==> config.mk <==
export PLATFORM = sky130hd
export DESIGN_NAME = igtg_ctrl
export DESIGN_NICKNAME = d
export VERILOG_FILES = /design/src/hw/rtl/igtg_pkg.sv /design/src/hw/rtl/igtg_ctrl.sv
export SDC_FILE = /design/constraint.sdc
export NUM_CORES = 1
export LEC_CHECK = 0
export ABC_AREA = 1
export BUFFER_PORTS_ARGS = -buffer_cell sky130_fd_sc_hd__buf_2
export CELL_PAD_IN_SITES_DETAIL_PLACEMENT = 0
export CELL_PAD_IN_SITES_GLOBAL_PLACEMENT = 1
export CORE_AREA = 4 4 41 43
export CTS_BUF_LIST = sky130_fd_sc_hd__clkbuf_4 sky130_fd_sc_hd__clkbuf_8 sky130_fd_sc_hd__clkbuf_16
export DETAILED_ROUTE_END_ITERATION = 8
export DIE_AREA = 0 0 45 47
export PLACE_DENSITY_LB_ADDON = 0.1
export RECOVER_POWER = 50
export SYNTH_ARGS = -nofsm -noshare
export SYNTH_HDL_FRONTEND = slang
export SYNTH_SLANG_ARGS = --single-unit
==> constraint.sdc <==
create_clock -name clk -period 2.7 [get_ports clk]
set_clock_uncertainty 0.15 [all_clocks]
set_input_delay 0.27 -clock clk [delete_from_list [all_inputs] [get_ports clk]]
set_output_delay 0.27 -clock clk [all_outputs]
set_load 0.01 [all_outputs]
==> src/hw/rtl/igtg_pkg.sv <==
package igtg_pkg;

  typedef enum logic [1:0] {
    ST_IDLE,
    ST_INTEG,
    ST_MUL,
    ST_FIN
  } state_t;

  typedef struct packed {
    logic load;
    logic integ;
    logic mul;
    logic fin;
  } cmd_t;

  typedef struct packed {
    logic        neg;
    logic        sat;
    logic [15:0] q;
  } rd_t;

  localparam logic OP_SAMPLE = 1'b0;
  localparam logic OP_CLEAR  = 1'b1;

  localparam logic [2:0] RSN_NONE  = 3'd0;
  localparam logic [2:0] RSN_LIFT  = 3'd1;
  localparam logic [2:0] RSN_PITCH = 3'd2;
  localparam logic [2:0] RSN_ROLL  = 3'd3;
  localparam logic [2:0] RSN_YAW   = 3'd4;

  localparam logic [2:0] CFG_BIAS_X       = 3'd0;
  localparam logic [2:0] CFG_BIAS_Y       = 3'd1;
  localparam logic [2:0] CFG_BIAS_Z       = 3'd2;
  localparam logic [2:0] CFG_ACCEL_WEIGHT = 3'd3;
  localparam logic [2:0] CFG_RATE_WEIGHT  = 3'd4;
  localparam logic [2:0] CFG_SAMPLE_PER   = 3'd5;
  localparam logic [2:0] CFG_INT_LIMIT    = 3'd6;
  localparam logic [2:0] CFG_LIFT_THR     = 3'd7;

  localparam logic signed [15:0] RST_BIAS_X       = -16'sd2;
  localparam logic signed [15:0] RST_BIAS_Y       = 16'sd2;
  localparam logic signed [15:0] RST_BIAS_Z       = 16'sd0;
  localparam logic [7:0]         RST_ACCEL_WEIGHT = 8'd4;
  localparam logic [7:0]         RST_RATE_WEIGHT  = 8'd4;
  localparam logic [15:0]        RST_SAMPLE_PER   = 16'd328;
  localparam logic [30:0]        RST_INT_LIMIT    = 31'd20000;
  localparam logic [15:0]        RST_LIFT_THR     = 16'd8000;

  localparam logic signed [16:0] DEADBAND = 17'sd5;

  // reciprocal multiply, exact below the saturation point
  localparam logic signed [31:0] PR_SAT_POS  = 32'sd32768000;
  localparam logic signed [31:0] PR_SAT_NEG  = -32'sd32768000;
  localparam logic [25:0]        PR_RECIP    = 26'd34359739;
  localparam int                 PR_SHIFT    = 35;
  localparam logic signed [31:0] YAW_SAT_POS = 32'sd983040000;
  localparam logic signed [31:0] YAW_SAT_NEG = -32'sd983040000;
  localparam logic [30:0]        YAW_RECIP   = 31'd1172812403;
  localparam int                 YAW_SHIFT   = 45;

endpackage

==> src/hw/rtl/igtg_ctrl.sv <==
module igtg_ctrl (
  input  logic              clk,
  input  logic              rst_n,
  input  logic              in_tvalid,
  output logic              in_tready,
  output logic              out_tvalid,
  input  logic              out_tready,
  output igtg_pkg::cmd_t    cmd
);

  igtg_pkg::state_t state_r, state_nxt;
  logic out_valid_r, out_valid_nxt;

  always_ff @(posedge clk) begin
    if (!rst_n) begin
      state_r     <= igtg_pkg::ST_IDLE;
      out_valid_r <= 1'b0;
    end else begin
      state_r     <= state_nxt;
      out_valid_r <= out_valid_nxt;
    end
  end

  always_comb begin
    state_nxt = state_r;
    cmd       = '0;
    in_tready = 1'b0;
    unique case (state_r)
      igtg_pkg::ST_IDLE: begin
        in_tready = 1'b1;
        if (in_tvalid) begin
          cmd.load  = 1'b1;
          state_nxt = igtg_pkg::ST_INTEG;
        end
      end
      igtg_pkg::ST_INTEG: begin
        cmd.integ = 1'b1;
        state_nxt = igtg_pkg::ST_MUL;
      end
      igtg_pkg::ST_MUL: begin
        cmd.mul   = 1'b1;
        state_nxt = igtg_pkg::ST_FIN;
      end
      igtg_pkg::ST_FIN: begin
        // hold while the previous result is still waiting
        if (!out_valid_r || out_tready) begin
          cmd.fin   = 1'b1;
          state_nxt = igtg_pkg::ST_IDLE;
        end
      end
      default: state_nxt = igtg_pkg::ST_IDLE;
    endcase
  end

  always_comb begin
    out_valid_nxt = out_valid_r;
    if (cmd.fin) begin
      out_valid_nxt = 1'b1;
    end else if (out_tready) begin
      out_valid_nxt = 1'b0;
    end
  end

  assign out_tvalid = out_valid_r;

  a_load_starts: assert property (@(posedge clk) disable iff (!rst_n)
    cmd.load |=> state_r == igtg_pkg::ST_INTEG)
    else $error("accepted item did not start integration");

  a_fin_valid: assert property (@(posedge clk) disable iff (!rst_n)
    cmd.fin |=> out_tvalid)
    else $error("finished item not presented");

  a_fin_hold: assert property (@(posedge clk) disable iff (!rst_n)
    (state_r == igtg_pkg::ST_FIN && out_valid_r && !out_tready)
      |=> state_r == igtg_pkg::ST_FIN)
    else $error("result overwritten while stalled");

  a_no_accept_busy: assert property (@(posedge clk) disable iff (!rst_n)
    (state_r == igtg_pkg::ST_MUL) |-> !cmd.load && !cmd.fin)
    else $error("commands overlap during multiply step");

endmodule

==> impl_metrics.toml <==
[timing]
rsz0062_at_grt = "no"
slew_headroom = 0.897
fin_crit_ps = 1570
worst_slew_pin_slew_ps = 155
timing.final.hold_violations = 0
fmax_mhz = 639
drv_slew = 0
finalSetupTns_ps = 0
fin_crit_sh = 0.580
setup_violations = 0

[finish]
drive_above_1_share = 0.310
area_growth_pct = 39.5
nFillCells = 171
diodes = 0
final_nets = 51
finalNonFillerCells = 57

[setup_path]
critPathCaptureType = "output pin"
cp-start-kind = "flop"
r2r_end = "state_r[1]$_SDFFE_PN0P_"
worst_ep_required_time_ps = 2280
crit_arrival_ps = 1150
path_class = "flop to output pin"
crit_fanout = 4
rrSetupSlack_ps = 1440
reg2reg_depth = 6
r2r_start = "state_r[0]$_SDFFE_PN0P_"

[route]
firstDrtPassIters = 2
via_per_inst = 3.68
wl_per_cell_um = 8.72
ant_nets = 0
drc = 0
drt_wl_total_um = 497
drt_iter0_drc = 1
via_count = 210

[placement]
dp_cells = 53
dp_hpwl_um = 402
gp_congestion = 0.655
port_buffers = 9

[logic_synthesis]
syn_inst = 30
netlist_area_um2 = 215
yosys_register_bits = 3
synthTopCellsByArea = "dfxtp_1 28%, ha_1 23%, inv_1 12%"
netlist.top_cell.by_area = "dfxtp_1"
yosysWarnings = 0
syn_nets = 38
synthDistinctLibCells = 10
synth.avg_cell_area_um2 = 7.17
synth-seq-area-share = 0.279
yosys.area.top_type_share = 0.279

[worst_hold_path]
hold_path_end = "state_r[1]$_SDFFE_PN0P_"
hold_start = "rst_n"
holdPathStages = 3
min_path_type = "primary input to flop"

[global_routing]
grt_pass1_vias = 208
grt-ovfl-total = 0
grt_pass1_wl_um = 800
grt_start_max_net_pins = 5
antenna_found_initial = 0
grt_usage = 0.0592

[cts]
clockBufferDepth = 2
htree_levels = 1
clk_pin_slew_ps = 40
cts.sinks = 3
cts_made_buffers = 3
cts_resized = 0
cts_hold_buf = 0
cts_tree = "yes"
clock_latency_ps = 230
cts_root_buf = "clkbuf_4"
postCtsSetupRepairBufs = 0

[die]
die_h_um = 47
fp.dieW_um = 45
io_pins = 10
rows = 13
start_util = 0.165
dieArea_mm2 = 0.00212
core_mm2 = 0.00130

[power]
peakVddDrop_v = 0.000233
p_leak_nw = 0.171
power_density_mw_per_mm2 = 1040

[outcome]
status = "finished clean"

[run]
maxCapViolations = 0
==> how the worst max path moves through the flow <==
stage | start | endpoint
floorplan | state_r[0]$_SDFFE_PN0P_ | cmd[0]
global placement | state_r[1]$_SDFFE_PN0P_ | cmd[0]
finish | state_r[0]$_SDFFE_PN0P_ | cmd[3]
CTS | state_r[0]$_SDFFE_PN0P_ | cmd[3]
detailed placement | state_r[0]$_SDFFE_PN0P_ | cmd[3]
global route | state_r[0]$_SDFFE_PN0P_ | cmd[3]
==> registers in the layout, indices dropped and copies added, names as in the netlist <==
name,count
out_tvalid,1
state_r,2
==> synthesized netlist by cell type (all sizes together) <==
| master | count |
|---|---|
| ha | 4 |
| a21boi | 1 |
| nand2 | 6 |
| buf | 1 |
| a21oi | 3 |
| dfxtp | 3 |
| nand3 | 2 |
| nor2 | 3 |
| inv | 7 |
==> critical path, cell delays in order (launching register included) <==
cell and delay [ps]:
dfxtp_1 370, inv_1 80, ha_1 240, nand2_1 70, inv_1 30, buf_2 120
==> cells in the final DEF (no fill, tap or decap) <==
cell type,Yosys,final
buf_2,0,8
inv_1,7,7
nand2_1,6,6
ha_1,4,4
clkbuf_4,0,4
a21oi_1,3,3
nor2_1,3,3
dfxtp_1,3,3
a21boi_0,1,1
nand3_2,1,1
nand3_1,1,1
clkbuf_1,0,1
==> through the flow <==
stage          setup slack, ps  hold slack (ps)  area [µm²]   util  total power (W)
3_3_place_gp              1390              350         272  0.209         0.000229
5_1_grt                   1010              158         300  0.231         0.000344
4_1_cts                   1100              143         302  0.232         0.000323
6_report                  1130              152         300  0.231         0.000312
2_1_floorplan             1470              241         215      -         0.000184
3_5_place_dp              1360              355         272  0.209         0.000229
==> where the power goes <==
| part | switching, W | leakage [nW] | internal (W) |
|---|---|---|---|
| registers | 0.0000170 | 0.0247 | 0.0000604 |
| logic | 0.0000848 | 0.128 | 0.0000620 |
| clock network | 0.0000221 | 0.0184 | 0.0000653 |
| total | 0.000124 | 0.171 | 0.000188 |
==> cell families (layout without fill, tap and decap cells) <==
family,Yosys count,in the layout,synth area share
adders and majority gates,4,4,0.233
buffers and inverters,8,20,0.157
DFF,3,3,0.279
and+or+nand+nor,11,11,0.227
AOI/OAI and AO/OA,4,4,0.105
==> area by class of cell <==
class | instances | area, µm² | share of cell area
Multi-Input combinational cell | 19 | 121 | 0.404
Sequential cell | 3 | 60.1 | 0.200
Timing Repair Buffer | 9 | 43.8 | 0.146
Clock buffer | 4 | 30.0 | 0.100
Inverter | 7 | 26.3 | 0.0875
Tap cell | 15 | 18.8 | 0.0625
==> per-layer routing <==
metal | global-route usage | share of wire | vias up | wire length (µm)
met2 | 0.0904 | 0.51 | 6 | 252
met1 | 0.0544 | 0.42 | 90 | 208
met4 | 0.0877 | 0 | 0 | 0
met3 | 0.0153 | 0.072 | 0 | 36
met5 | 0 | 0 | - | 0
li1 | - | - | 114 | -
(Power assumes the default switching activity.)
